`src/rtl/vn2o_pkg.sv`:
```
// shared types, constants and the cosine blend table builder for the octave value noise block
// no dependencies
`default_nettype none

package vn2o_pkg;

  localparam int COORD_W   = 31;
  localparam int OCT_W     = 4;
  localparam int PERS_W    = 17;
  localparam int CFG_IDX_W = 2;
  localparam int CFG_W     = 17;
  localparam int LAT_W     = 32;   // lattice value, units of 2^-30
  localparam int SM_W      = 36;   // smoothed value, units of 2^-34
  localparam int ACC_W     = 64;
  localparam int OUT_W     = 32;

  localparam logic [CFG_IDX_W-1:0] REG_OCTAVE_COUNT = 2'd0;
  localparam logic [CFG_IDX_W-1:0] REG_PERSISTENCE  = 2'd1;

  localparam logic [OCT_W-1:0]  OCT_RESET  = 4'd4;
  localparam logic [PERS_W-1:0] PERS_RESET = 17'd32768;
  localparam logic [PERS_W-1:0] PERS_ONE   = 17'd65536;

  localparam logic [31:0] HASH_MUL_Y   = 32'd57;
  localparam logic [31:0] HASH_MUL_SQ  = 32'd15731;
  localparam logic [31:0] HASH_ADD_SQ  = 32'd789221;
  localparam logic [31:0] HASH_ADD_OUT = 32'd1376312589;

  localparam real PI_R = 3.14159265358979323846;

  typedef struct packed {
    logic [COORD_W-1:0] cx;
    logic [COORD_W-1:0] cy;
    logic [OCT_W-1:0]   octs;
    logic [PERS_W-1:0]  pers;
  } vn2o_item_t;

  // entry k of round(65536 * sin^2(pi*k / 2^(bits+1)))
  function automatic int vn2o_cos_entry(int k, int bits);
    real th;
    real s;
    th = PI_R * k;
    for (int b = 0; b <= bits; b++) th = th * 0.5;
    s  = $sin(th);
    return $rtoi($floor(65536.0 * s * s + 0.5));
  endfunction

endpackage

`default_nettype wire

```
`src/rtl/vn2o_front.sv`:
```
// front end: configuration registers and a two-entry request queue
// depends on vn2o_pkg
`default_nettype none

module vn2o_front #(
  parameter int MAX_OCTAVES = 8
) (
  input  wire logic                           clk_i,
  input  wire logic                           rst_ni,
  input  wire logic                           cfg_we_i,
  input  wire logic [vn2o_pkg::CFG_IDX_W-1:0] cfg_idx_i,
  input  wire logic [vn2o_pkg::CFG_W-1:0]     cfg_data_i,
  input  wire logic                           in_valid_i,
  output logic                                in_stall_o,
  input  wire logic [vn2o_pkg::COORD_W-1:0]   coord_x_i,
  input  wire logic [vn2o_pkg::COORD_W-1:0]   coord_y_i,
  output logic                                q_valid_o,
  output vn2o_pkg::vn2o_item_t                q_item_o,
  input  wire logic                           q_pop_i
);
  import vn2o_pkg::*;

  logic [OCT_W-1:0]  oct_count_q, oct_count_d;
  logic [PERS_W-1:0] pers_q, pers_d;
  vn2o_item_t        mem_q [2];
  vn2o_item_t        item;
  logic              wptr_q, rptr_q;
  logic [1:0]        count_q, count_d;
  logic              push;
  logic              pop;

  always_comb begin
    oct_count_d = oct_count_q;
    pers_d      = pers_q;
    if (cfg_we_i) begin
      case (cfg_idx_i)
        REG_OCTAVE_COUNT: oct_count_d = cfg_data_i[OCT_W-1:0];
        REG_PERSISTENCE:  pers_d      = cfg_data_i[PERS_W-1:0];
        default: ;
      endcase
    end
  end

  always_comb begin
    item.cx   = coord_x_i;
    item.cy   = coord_y_i;
    item.octs = (oct_count_q > MAX_OCTAVES) ? OCT_W'(MAX_OCTAVES) : oct_count_q;
    item.pers = (pers_q > PERS_ONE) ? PERS_ONE : pers_q;
  end

  assign in_stall_o = (count_q == 2'd2);
  assign push       = in_valid_i && !in_stall_o;
  assign pop        = q_pop_i && (count_q != 2'd0);
  assign q_valid_o  = (count_q != 2'd0);
  assign q_item_o   = mem_q[rptr_q];

  always_comb begin
    count_d = count_q;
    if (push && !pop) count_d = count_q + 2'd1;
    else if (pop && !push) count_d = count_q - 2'd1;
  end

  always_ff @(posedge clk_i or negedge rst_ni) begin
    if (!rst_ni) begin
      oct_count_q <= OCT_RESET;
      pers_q      <= PERS_RESET;
      wptr_q      <= 1'b0;
      rptr_q      <= 1'b0;
      count_q     <= 2'd0;
    end else begin
      oct_count_q <= oct_count_d;
      pers_q      <= pers_d;
      count_q     <= count_d;
      if (push) wptr_q <= ~wptr_q;
      if (pop) rptr_q <= ~rptr_q;
    end
  end

  always_ff @(posedge clk_i) begin
    if (push) mem_q[wptr_q] <= item;
  end

  a_count_range: assert property (@(posedge clk_i) disable iff (!rst_ni)
    count_q != 2'd3) else $error("queue count out of range");

  a_pop_nonempty: assert property (@(posedge clk_i) disable iff (!rst_ni)
    q_pop_i |-> q_valid_o) else $error("pop from empty queue");

endmodule

`default_nettype wire

```
`config.mk`:
```
export PLATFORM = sky130hd
export DESIGN_NAME = vn2o_front
export DESIGN_NICKNAME = d
export VERILOG_FILES = /design/src/rtl/vn2o_pkg.sv /design/src/rtl/vn2o_front.sv
export SDC_FILE = /design/constraint.sdc
export NUM_CORES = 1
export LEC_CHECK = 0
export ABC_CLOCK_PERIOD_IN_PS = 6100
export BUFFER_PORTS_ARGS = -buffer_cell sky130_fd_sc_hd__buf_2
export CORE_MARGIN = 3
export CORE_UTILIZATION = 53
export DETAILED_ROUTE_END_ITERATION = 7
export PLACE_DENSITY = 0.77
export SETUP_SLACK_MARGIN = 0.15
export SLEW_MARGIN = 25
export SYNTH_ARGS = -nofsm -noshare
export SYNTH_HDL_FRONTEND = slang
export SYNTH_SLANG_ARGS = --single-unit
export TNS_END_PERCENT = 30
```
`constraint.sdc`:
```
create_clock -name clk_i -period 6.1 [get_ports clk_i]
set_input_delay 0.305 -clock clk_i [delete_from_list [all_inputs] [get_ports clk_i]]
set_output_delay 0.305 -clock clk_i [all_outputs]
set_load 0.01 [all_outputs]
```
**Word-level counts from Yosys, hierarchy flattened**

Memories as Yosys holds them, arrays and structs flattened.
Index checks and enable logic that the tools add are counted.

- Input bits: 86
- Word-level logic and storage cells: 32
- Output and inout bits: 85
- Flip-flop bits (word level): 25
- Memories kept: 1
- RAM bits: 166

Memory list:

| memory | depth | width | read ports | clocked after memory_dff | write ports | line | text |
|---|---|---|---|---|---|---|---|
| mem_q | 2 | 83 | 1 | 0 | 1 | vn2o_front.sv:25 | `vn2o_item_t mem_q [2];` |

- Magnitude comparators: 2
- $add $sub $neg: 2
- Reduce and logical (&&, ||, !) cells: 12
- Equality and inequality tests: 2
- Bitwise operators: 2
- Mux-type cells: 6

Operators with widths:

| cell | number |
|---|---|
| $gt 17x17->1 const B | 1 |
| $mux 17 | 1 |
| $gt 4x4->1 const B | 1 |
| $logic_and 1x1->1 | 4 |
| $mux 2 | 2 |
| $mux 4 | 1 |
| $reduce_and 2->1 | 2 |
| $reduce_bool 2->1 | 2 |
| $logic_not 1->1 | 3 |
| $add 2x1->2 const B | 1 |
| $eq 2x1->1 const B | 1 |
| $eq 2x2->1 const B | 1 |
| $logic_not 2->1 | 1 |
| $mux 1 | 2 |
| $not 1->1 | 2 |
| $sub 2x1->2 const B | 1 |

**Logic depth before layout (Yosys ltp)**

Gate-level depths: netlist of the first run.

- Depth in word-level cells: 7
- Depth in mapped cells: 7
- Depth with buffers taken out: 7

**Worst setup path after synthesis of the first run**

No wires, ideal clock.

- Kind: register -> register
- Start point: register count_q[0]
- End point: memory mem_q[0][0] (netlist name), enable pin
- Arrival time: 4084 ps
- Setup slack: 1491 ps
- Buffers on the path: 0
- Clock period less this slack: 4609 ps
- Stages on the path, launching flop included: 4
- Setup time: 525 ps
- Cell sequence: dfrtp_1 -> nand2b_1 -> nand2_1 -> nor2_1

- Cells in the longest elaborated chain, start to end: 5

RTL lines:

| item | line | text |
|---|---|---|
| from (decl) | vn2o_front.sv:28 | `logic [1:0] count_q, count_d;` |
| from (signal assigned) | vn2o_front.sv:73 | `count_q <= count_d;` |
| $eq 2x2->1 | vn2o_front.sv:51 | `assign in_stall_o = (count_q == 2'd2);` |
| $logic_not 1->1 | vn2o_front.sv:52 | `assign push = in_valid_i && !in_stall_o;` |
| $logic_and 1x1->1 | vn2o_front.sv:52 |  |
| $mux 1 | vn2o_front.sv:80 | `if (push) mem_q[wptr_q] <= item;` |
| $mux 1 (implied by the code) | vn2o_front.sv:80 |  |
| to (decl) | vn2o_front.sv:25 |  |

No other way between the ends.

==> results of run 1 <==
[cell families after synthesis]
logic type / Yosys count
buffers and inverters: 15
adder cells (fa/ha/maj): 1
flip-flops: 191
multiplexers: 104
AND/OR/NAND/NOR: 32
AO/OA/AOI/OAI: 1
XOR/XNOR: 5
[worst min-delay path by stage]
stage,startpoint,endpoint,slack [ns]
6_report,coord_x_i[3],mem_q[1][55],0.07
2_1_floorplan,rst_ni,count_q[0],0.009
3_5_place_dp,rst_ni,oct_count_q[0],0.31
4_1_cts,coord_x_i[20],mem_q[1][72],0.05
5_1_grt,coord_y_i[18],mem_q[0][39],0.04
3_3_place_gp,rst_ni,oct_count_q[0],0.31
[stage by stage]
| stage | area (µm²) | hold WS (ns) |
|---|---|---|
| after global routing | 8880 | 0.0444 |
| after global placement | 8220 | 0.309 |
| after CTS | 8860 | 0.0511 |
| after floorplan | 7200 | 0.00941 |
| after detailed placement | 8270 | 0.315 |
| final | 8880 | 0.0748 |
[sequential cells by signal, summed over array words and instances, names as in the netlist]
name         count
mem_q          166
count_q          2
rptr_q           1
wptr_q           1
pers_q          17
oct_count_q      4
[cell usage after synthesis]
| cell type | number |
|---|---|
| dfstp_2 | 2 |
| and3_1 | 1 |
| nand2_1 | 2 |
| nor4_4 | 1 |
| nand2b_1 | 1 |
| nor4_2 | 3 |
| clkbuf_1 | 2 |
| buf_2 | 3 |
| or2_2 | 1 |
| nor2b_2 | 1 |
| ha_1 | 1 |
| buf_6 | 1 |
| edfxtp_1 | 166 |
| nand3b_4 | 1 |
| a41oi_4 | 1 |
| nor3b_2 | 1 |
| mux2_1 | 10 |
| xnor2_1 | 3 |
| xor2_1 | 2 |
| buf_4 | 6 |
| dfrtp_1 | 23 |
| mux2_2 | 94 |
| nor2b_1 | 18 |
| nor2_1 | 2 |
| inv_1 | 3 |
[cell type report]
class | count | area [µm²] | share of cell area (%)
inverters | 3 | 11.3 | 0.127
clock inverters | 11 | 141 | 1.59
well taps | 172 | 215 | 2.42
repair buffers | 175 | 943 | 10.6
multi-input cells | 143 | 1510 | 17.1
flip-flops and latches | 191 | 5620 | 63.3
clock buffers | 20 | 437 | 4.92
[worst max-delay path, cell delays in order, from the launching register on]
cell	delay [ns]
dfrtp_4	0.75
buf_16	0.32
mux2_2	0.40
buf_2	0.14
[metal layers]
| layer | track usage, % | routed length [µm] | up-vias |
|---|---|---|---|
| li1 | - | - | 1718 |
| met1 | 19.8 | 4910 | 1799 |
| met2 | 28.3 | 6350 | 124 |
| met3 | 6.08 | 970 | 17 |
| met4 | 6.72 | 180 | 2 |
| met5 | 0 | 9 | - |
[power groups by stage]
stage	logic [W]	registers [W]	clock network (W)
2_1_floorplan	0.000772	0.00190	0
3_3_place_gp	0.00104	0.00200	0
3_5_place_dp	0.00115	0.00196	0
4_1_cts	0.00116	0.00193	0.00109
5_1_grt	0.00124	0.00196	0.00116
6_report	0.00114	0.00193	0.00108
==> impl_metrics.py, run 1 <==
metrics = {
    "status": {
        "status": "finished, final reports clean",
    },
    "setup_path": {
        "r2r_setup_slack_ns": 4.04,
        "r2r_end": "mem_q[0][62]",
        "endpoint": "q_item_o[56]",
        "critPathMaxFanout": 50,
        "worstSetupStartpointType": "flop",
        "end_kind": "primary output",
        "rr_worst_depth": 4,
        "worst-setup-path-type": "reg2out",
        "cp-startpoint": "rptr_q",
        "critPathRequiredTime_ns": 5.79,
        "worstPathArrival_ns": 2.05,
        "timing.rr.start": "count_q[0]",
    },
    "clocking": {
        "cts_root_buffer": "clkbuf_16",
        "clk_latency_ns": 0.42,
        "ctsResizeCount": 0,
        "cts.sinks": 191,
        "h-tree-depth": 4,
        "clockBufferDepth": 2,
        "cts_hold_buf": 1,
        "cts_tree": "done",
        "cts_setup_buffers": 0,
        "cts_buffers": 17,
        "clk_pin_slew_ns": 0.06,
    },
    "final_layout": {
        "layout_common_cells": "buf_2 (170), edfxtp_1 (166), mux2_2 (94)",
        "antennaDiodeCount": 0,
        "instances_no_fill": 715,
        "fin_nets": 618,
        "drive_above_1_share_pct": 57.1,
        "area_growth_pct": 23.2,
        "layout_commonest_cell": "buf_2",
        "final_util_pct": 68.7,
        "nFillCells": 900,
    },
    "yosys": {
        "synth_xor_area_share_pct": 0.608,
        "synth_nets": 436,
        "ys.warnings.count": 0,
        "synth_area_leaders": "edfxtp_1 (69%), mux2_2 (15%), dfrtp_1 (8.0%)",
        "synth_area_mm2": 0.00720,
        "yosysTopAreaCellShare_pct": 69.2,
        "yosysSeqAreaShare_pct": 77.9,
        "syn-instance-count": 349,
        "ys_ff_latch": 191,
        "synthDistinctLibCells": 25,
        "synth_compound_area_share_pct": 0.382,
        "synth_top_family_by_area": "multiplexers",
        "post_synth.cell_area_avg_um2": 20.6,
        "synth_fa_ha_area_share_pct": 0.174,
        "yosys.area.top_type": "edfxtp_1",
        "synthSimpleGateAreaFrac_pct": 3.42,
        "synth.area.mux_share_pct": 16.3,
    },
    "routing": {
        "dr.pass1.iters": 4,
        "ant_nets": 0,
        "drc": 0,
        "wl_per_cell_um": 17.4,
        "dr_total_vias": 3660,
        "drt_iter0_markers": 222,
        "wl_mm": 12.4,
        "vias_per_cell": 5.12,
    },
    "timing": {
        "period_share_pct": 38.6,
        "hold_viol": 0,
        "finalSetupTns_ns": 0,
        "fmax_ghz": 0.424,
        "setup_viol": 0,
        "worst_pin_slew_ns": 0.590,
        "slew_headroom_pct": 60.6,
        "postLayoutSetupSlackWorst_ns": 3.74,
        "fin_skew_ns": 0.00757,
        "final.min_clock_period_ns": 2.36,
        "slew_violations": 0,
        "grt_setup_unrepaired": "no",
    },
    "placement": {
        "dp_cells": 682,
        "numPortBuffers": 170,
        "pre_cts_ws_ns": 3.47,
        "gp_congestion": 0.725,
        "dp_hpwl_mm": 8.41,
    },
    "die": {
        "fp-row-count": 41,
        "io_pins": 171,
        "die_width_um": 123,
        "die_h_um": 123,
        "dieArea_mm2": 0.0150,
        "initial_utilization_pct": 55.7,
        "core_region_area_mm2": 0.0129,
    },
    "power": {
        "peakVddDrop_mv": 0.184,
        "seqPwrFrac_pct": 46.5,
        "p_leak_nw": 3.38,
        "p_int_w": 0.00298,
        "p_total_w": 0.00415,
        "pwr_density_cell_mw_per_mm2": 467,
        "combPwrFrac_pct": 27.6,
        "pwr-share-clk_pct": 26.0,
        "swShare_pct": 28.1,
        "switching_power_w": 0.00116,
    },
    "grt": {
        "grt_pass1_vias": 3775,
        "track_usage_pct": 16.8,
        "grt_max_degree": 51,
        "grt_pass1_wl_mm": 18.8,
        "antenna_found_initial": 1,
        "overflow": 0,
    },
    "job": {
        "maxCapViolCount": 0,
    },
    "min_path": {
        "whs_path_depth": 1,
        "hold_class": "in2reg",
    },
}
(Power assumes the default switching activity.)
==> run 2, diff against run 1 <==
--- a/config.mk
+++ b/config.mk
@@ -5,12 +5,13 @@
 export SDC_FILE = /design/constraint.sdc
 export NUM_CORES = 1
 export LEC_CHECK = 0
-export ABC_CLOCK_PERIOD_IN_PS = 6100
+export ABC_AREA = 1
+export ABC_CLOCK_PERIOD_IN_PS = 2100
 export BUFFER_PORTS_ARGS = -buffer_cell sky130_fd_sc_hd__buf_2
 export CORE_MARGIN = 3
-export CORE_UTILIZATION = 53
+export CORE_UTILIZATION = 48
 export DETAILED_ROUTE_END_ITERATION = 7
-export PLACE_DENSITY = 0.77
+export PLACE_DENSITY = 0.73
 export SETUP_SLACK_MARGIN = 0.15
 export SLEW_MARGIN = 25
 export SYNTH_ARGS = -nofsm -noshare
==> constraint.sdc (replaced) <==
create_clock -name clk_i -period 2.1 [get_ports clk_i]
set_input_delay 0.105 -clock clk_i [delete_from_list [all_inputs] [get_ports clk_i]]
set_output_delay 0.105 -clock clk_i [all_outputs]
set_load 0.01 [all_outputs]
==> run 2 against run 1 <==
Net effect:
- register-to-register slack worse by 3.5 ns
- sequential power grew to 2.8 times the previous value
- final cell count is 45% higher
- hold slack worse by 0.047 ns
- non-clock buffer count is 84 higher
- final area is 11% higher
- critical path type unchanged
- combinational power grew to 3.6 times the previous value
- global-route usage is 2.3 points higher
==> impl_metrics.py, run 2 <==
metrics = {
    "status": {
        "status": "finished, final reports clean",
    },
    "final_layout": {
        "layout_common_cells": "nand2_1 (268), buf_2 (170), edfxtp_1 (166)",
        "final_util_pct": 66.8,
        "largest_reg_flops": 166,
        "area_growth_pct": 34.9,
        "reg_top3": "mem_q x166, pers_q x17, oct_count_q x4",
        "fin_nets": 930,
        "drive_above_1_share_pct": 26.9,
        "nFillCells": 1033,
        "layout_commonest_cell": "nand2_1",
        "top_register": "mem_q",
        "antennaDiodeCount": 0,
    },
    "setup_path": {
        "critPathMaxFanout": 38,
        "critPathRequiredTime_ns": 2.00,
        "timing.rr.start": "count_q[0]",
        "worst-setup-path-type": "reg2out",
        "worstPathArrival_ns": 1.66,
        "end_kind": "primary output",
        "worstSetupStartpointType": "flop",
        "cp-startpoint": "rptr_q",
    },
    "routing": {
        "vias_per_cell": 4.84,
        "dr.pass1.iters": 4,
        "drc": 0,
        "dr_total_vias": 5038,
        "wl_per_cell_um": 15.6,
        "wl_mm": 16.2,
        "drt_iter0_markers": 314,
        "ant_nets": 0,
    },
    "timing": {
        "slew_violations": 0,
        "final.min_clock_period_ns": 1.77,
        "hold_viol": 0,
        "setup_viol": 0,
        "period_share_pct": 84.1,
        "grt_setup_unrepaired": "no",
        "whs_ns": 0.0276,
        "fmax_ghz": 0.566,
        "fin_skew_ns": 0.00923,
        "slew_headroom_pct": 63.9,
        "worst_pin_slew_ns": 0.541,
    },
    "clocking": {
        "cts_setup_buffers": 0,
        "cts_tree": "done",
        "clk_pin_slew_ns": 0.06,
        "cts_root_buffer": "clkbuf_16",
        "cts.sinks": 191,
        "h-tree-depth": 4,
        "clockBufferDepth": 2,
        "cts_buffers": 17,
        "clk_latency_ns": 0.43,
    },
    "min_path": {
        "worstHoldStart": "q_pop_i",
        "hold_class": "in2reg",
    },
    "yosys": {
        "synthDistinctLibCells": 20,
        "post-synth-top-count-cell": "nand2_1",
        "synth_area_mm2": 0.00728,
        "post_synth.cell_area_avg_um2": 12.3,
        "async_reset_ff_share_pct": 13.1,
        "ys.warnings.count": 0,
        "synth_ff_type": "edfxtp_1",
        "yosysTopAreaCellShare_pct": 68.5,
        "synth_nets": 678,
        "yosys.area.top_type": "edfxtp_1",
        "yosysSeqAreaShare_pct": 77.1,
        "ys_ff_latch": 191,
        "yosys-top-cells-count": "nand2_1 (268), edfxtp_1 (166), nor2_1 (32)",
        "synth_edf_count": 166,
        "syn-instance-count": 591,
        "synth_area_leaders": "edfxtp_1 (69%), nand2_1 (14%), dfrtp_1 (7.9%)",
    },
    "grt": {
        "antenna_found_initial": 0,
        "track_usage_pct": 19.2,
        "grt_pass1_vias": 5094,
        "grt_pass1_wl_mm": 24.2,
        "grt_max_degree": 84,
        "overflow": 0,
    },
    "die": {
        "fp-row-count": 44,
        "core_region_area_mm2": 0.0147,
        "dieArea_mm2": 0.0167,
        "die_h_um": 129,
        "io_pins": 171,
        "initial_utilization_pct": 49.5,
        "die_width_um": 129,
    },
    "power": {
        "p_leak_nw": 4.30,
        "pwr_density_cell_mw_per_mm2": 1300,
        "peakVddDrop_mv": 0.671,
    },
    "placement": {
        "dp_hpwl_mm": 9.53,
        "numPortBuffers": 170,
        "gp_congestion": 0.729,
    },
    "job": {
        "maxCapViolCount": 0,
    },
}
## run 2: cell types whose count changed after synthesis, moves of 6 or more
cell	delta
nor2b_1	-18
o21ai_0	+10
buf_2	+17
nor2_1	+30
mux2_1	-10
mux2_2	-94
nand2_1	+266
a21oi_2	+9
buf_4	-6
inv_1	+25
a21oi_1	+18
## run 2: layer usage
metal / part of all wire, % / global-route usage (%) / vias to the layer above
met2: 52 / 34.1 / 155
li1: - / - / 2459
met1: 40 / 22.0 / 2392
met3: 5.4 / 4.49 / 32
met5: 0 / 0 / -
met4: 2.3 / 8.65 / 0
## run 2: cell families (layout without fill, tap and decap cells)
kind of cell | after synthesis | after routing | share of synthesized area (%)
fa+ha+maj | 1 | 1 | 0.172
buf+inv | 54 | 319 | 3.23
flops | 191 | 191 | 77.1
simple gates | 303 | 303 | 15.8
compound gates | 39 | 39 | 3.34
xor+xnor | 3 | 3 | 0.361
## run 2: through the flow
step | total power, W | instance area, µm² | setup WS [ns] | std cells | TNS (ns)
2_1_floorplan | 0.00774 | 7300 | -0.102 | 591 | -14.25
6_report | 0.0127 | 9810 | 0.333 | 1040 | 0
3_5_place_dp | 0.00938 | 8360 | 0.553 | 927 | 0
4_1_cts | 0.0127 | 9780 | 0.230 | 1039 | 0
5_1_grt | 0.0134 | 9810 | 0.215 | 1040 | 0
3_3_place_gp | 0.00926 | 8360 | 0.596 | 927 | 0
## run 2: path summary, 6_finish.rpt
kind | to | slack [ns] | cells after the start
max | q_item_o[24] | 0.33 | 5
max in group asynchronous | rptr_q | 1.49 | 2
min | rptr_q | 0.03 | 3
min in group asynchronous | pers_q[12] | 0.21 | 2
min reg2reg | oct_count_q[2] | 0.51 | 2
max reg2reg | count_q[1] | 0.54 | 6
## run 2: cell type report
cell class / count / area [µm²] / area share [%]
timing repair buffer: 259 / 1790 / 18.3
tap: 184 / 230 / 2.35
multi-input combinational: 346 / 1450 / 14.8
inverter: 28 / 105 / 1.07
sequential: 191 / 5610 / 57.2
clock inverter: 10 / 96.3 / 0.982
clock buffer: 22 / 518 / 5.28
## run 2: worst max-delay path, stage by stage (launching register included)
cell and delay (ns):
dfrtp_2 0.43, inv_2 0.22, buf_16 0.24, nand2_1 0.08
nand2_1 0.09, buf_2 0.15
## run 2: repair_timing
action / 4_1_cts / 5_1_grt
gates resized for setup: 0 / 1
setup endpoints to repair: 0 / 1
hold buffers: 80 / 0
hold endpoints to repair: 170 / 0
## run 2: where the power goes
group	total, W	internal (W)	switching [W]
combinational	0.00409	0.00144	0.00266
clock	0.00323	0.00189	0.00134
sequential	0.00542	0.00516	0.000254
total	0.0127	0.00849	0.00425
==> run 3, diff against run 2 <==
--- a/config.mk
+++ b/config.mk
@@ -6,12 +6,12 @@
 export NUM_CORES = 1
 export LEC_CHECK = 0
 export ABC_AREA = 1
-export ABC_CLOCK_PERIOD_IN_PS = 2100
+export ABC_CLOCK_PERIOD_IN_PS = 1800
 export BUFFER_PORTS_ARGS = -buffer_cell sky130_fd_sc_hd__buf_2
 export CORE_MARGIN = 3
-export CORE_UTILIZATION = 48
+export CORE_UTILIZATION = 53
 export DETAILED_ROUTE_END_ITERATION = 7
-export PLACE_DENSITY = 0.73
+export PLACE_DENSITY = 0.77
 export SETUP_SLACK_MARGIN = 0.15
 export SLEW_MARGIN = 25
 export SYNTH_ARGS = -nofsm -noshare
==> constraint.sdc (replaced) <==
create_clock -name clk_i -period 1.8 [get_ports clk_i]
set_input_delay 0.09 -clock clk_i [delete_from_list [all_inputs] [get_ports clk_i]]
set_output_delay 0.09 -clock clk_i [all_outputs]
set_load 0.01 [all_outputs]
==> run 3 against run 2 <==
Net effect:
- first-iteration DRC count is 21% higher
- sequential cell count stayed put
- sequential power is 17% higher
- die area is 9.0% lower
- setup slack worse by 0.16 ns
- wire length is 3.7% higher
- count of clock-buffer cells in the layout is 3 lower
- sequential share of layout area is 1.2 points lower
- largest cell class unchanged
==> impl_metrics.py, run 3 (synthesis gave the netlist of run 2 again) <==
metrics = {
    "setup_path": {
        "worstSetupStartpointType": "flop",
        "critPathMaxFanout": 22,
        "worstPathArrival_ns": 1.54,
        "critPathRequiredTime_ns": 1.71,
        "end_kind": "primary output",
        "worst-setup-path-type": "reg2out",
    },
    "routing": {
        "dr.pass1.iters": 5,
        "vias_per_cell": 5.01,
        "drc": 0,
        "wl_per_cell_um": 16.1,
        "dr_total_vias": 5225,
        "ant_nets": 0,
        "wl_mm": 16.8,
        "drt_iter0_markers": 381,
    },
    "timing": {
        "whs_ns": 0.0667,
        "hold_viol": 0,
        "grt_setup_unrepaired": "yes",
        "slew_violations": 0,
        "fmax_ghz": 0.614,
        "final.min_clock_period_ns": 1.63,
        "slew_headroom_pct": 63.2,
        "worst_pin_slew_ns": 0.552,
        "postLayoutSetupSlackWorst_ns": 0.172,
        "setup_viol": 0,
        "fin_skew_ns": 0.00586,
        "finalSetupTns_ns": 0,
        "period_share_pct": 90.5,
    },
    "final_layout": {
        "drive_above_1_share_pct": 27.6,
        "largest_reg_flops": 166,
        "area_growth_pct": 37.8,
        "top_register": "mem_q",
        "reg_top3": "mem_q x166, pers_q x17, oct_count_q x4",
        "antennaDiodeCount": 0,
        "layout_commonest_cell": "nand2_1",
        "nFillCells": 802,
        "fin_nets": 941,
        "layout_common_cells": "nand2_1 (268), buf_2 (170), edfxtp_1 (166)",
    },
    "placement": {
        "dp_hpwl_mm": 9.50,
        "pre_cts_ws_ns": 0.219,
        "numPortBuffers": 170,
        "gp_congestion": 0.780,
    },
    "grt": {
        "overflow": 0,
        "grt_pass1_vias": 4925,
        "antenna_found_initial": 0,
        "grt_max_degree": 53,
        "grt_pass1_wl_mm": 23.6,
        "track_usage_pct": 20.7,
    },
    "clocking": {
        "cts_root_buffer": "clkbuf_16",
        "clk_pin_slew_ns": 0.07,
        "h-tree-depth": 4,
        "clk_latency_ns": 0.43,
        "cts.sinks": 191,
        "cts_buffers": 17,
        "cts_tree": "done",
        "clockBufferDepth": 2,
    },
    "die": {
        "dieArea_mm2": 0.0152,
        "die_h_um": 123,
        "die_width_um": 123,
        "initial_utilization_pct": 54.5,
        "io_pins": 171,
        "core_region_area_mm2": 0.0133,
        "fp-row-count": 42,
    },
    "min_path": {
        "hold_class": "in2reg",
    },
    "power": {
        "pwr_density_cell_mw_per_mm2": 1560,
        "peakVddDrop_mv": 0.892,
        "p_leak_nw": 4.39,
    },
    "status": {
        "status": "finished, final reports clean",
    },
    "job": {
        "maxCapViolCount": 0,
    },
}
-- run 3: changes by cell type in the layout (fill, tap and decap cells not counted), moves of 2 or more --
cell	delta
inv_6	-2
clkinvlp_4	+2
clkinv_4	+2
clkbuf_16	+2
buf_12	+4
bufinv_16	+3
-- run 3: final timing paths --
path	start	end	slack [ns]	depth (start not counted)
min	cfg_we_i	oct_count_q[2]	0.07	4
max in group asynchronous	rst_ni	rptr_q	1.21	2
min reg2reg	oct_count_q[2]	oct_count_q[2]	0.50	2
max	rptr_q	q_item_o[44]	0.17	5
min in group asynchronous	rst_ni	pers_q[11]	0.18	2
max reg2reg	count_q[0]	count_q[1]	0.19	6
-- run 3: layout make-up --
type	count	area (µm²)	share of cell area [%]
Multi-Input combinational cell	346	1450	14.5
Timing Repair Buffer	270	2010	20.0
Tap cell	176	220	2.20
Sequential cell	191	5610	56.0
Clock buffer	19	433	4.32
Clock inverter	13	188	1.87
Inverter	28	110	1.10
-- run 3: critical path: stages, from the launching register on --
cell and delay (ns):
dfrtp_2 0.45, clkinv_4 0.15, clkbuf_16 0.22, nand2_1 0.08
nand2_1 0.06, buf_2 0.15
-- run 3: timing repair --
item / CTS / global route
gates cloned: 0 / 7
resized for setup: 0 / 5
hold buffers: 81 / 0
setup endpoints to repair: 2 / 67
setup buffers: 0 / 2
hold endpoints to repair: 171 / 0
-- run 3: stage by stage --
step | util, % | total power [W] | cells | instance area [µm²]
after floorplan | - | 0.00903 | 591 | 7300
after global placement | 63.0 | 0.0109 | 921 | 8410
after detailed placement | 63.0 | 0.0111 | 921 | 8410
after CTS | 73.7 | 0.0150 | 1034 | 9840
after global routing | 75.1 | 0.0164 | 1043 | 10000
final | 75.1 | 0.0156 | 1043 | 10000
-- run 3: power by group --
| group | leakage [nW] | switching, W | internal [W] |
|---|---|---|---|
| Combinational | 2.27 | 0.00332 | 0.00208 |
| Clock | 0.294 | 0.00154 | 0.00233 |
| Sequential | 1.83 | 0.000308 | 0.00602 |
-- run 3: routing by layer --
metal	vias up	part of all wire, %	global-route usage (%)
met2	218	53	35.9
li1	2482	-	-
met5	-	0	0
met3	36	6.6	4.76
met1	2489	38	24.6
met4	0	2.5	9.13
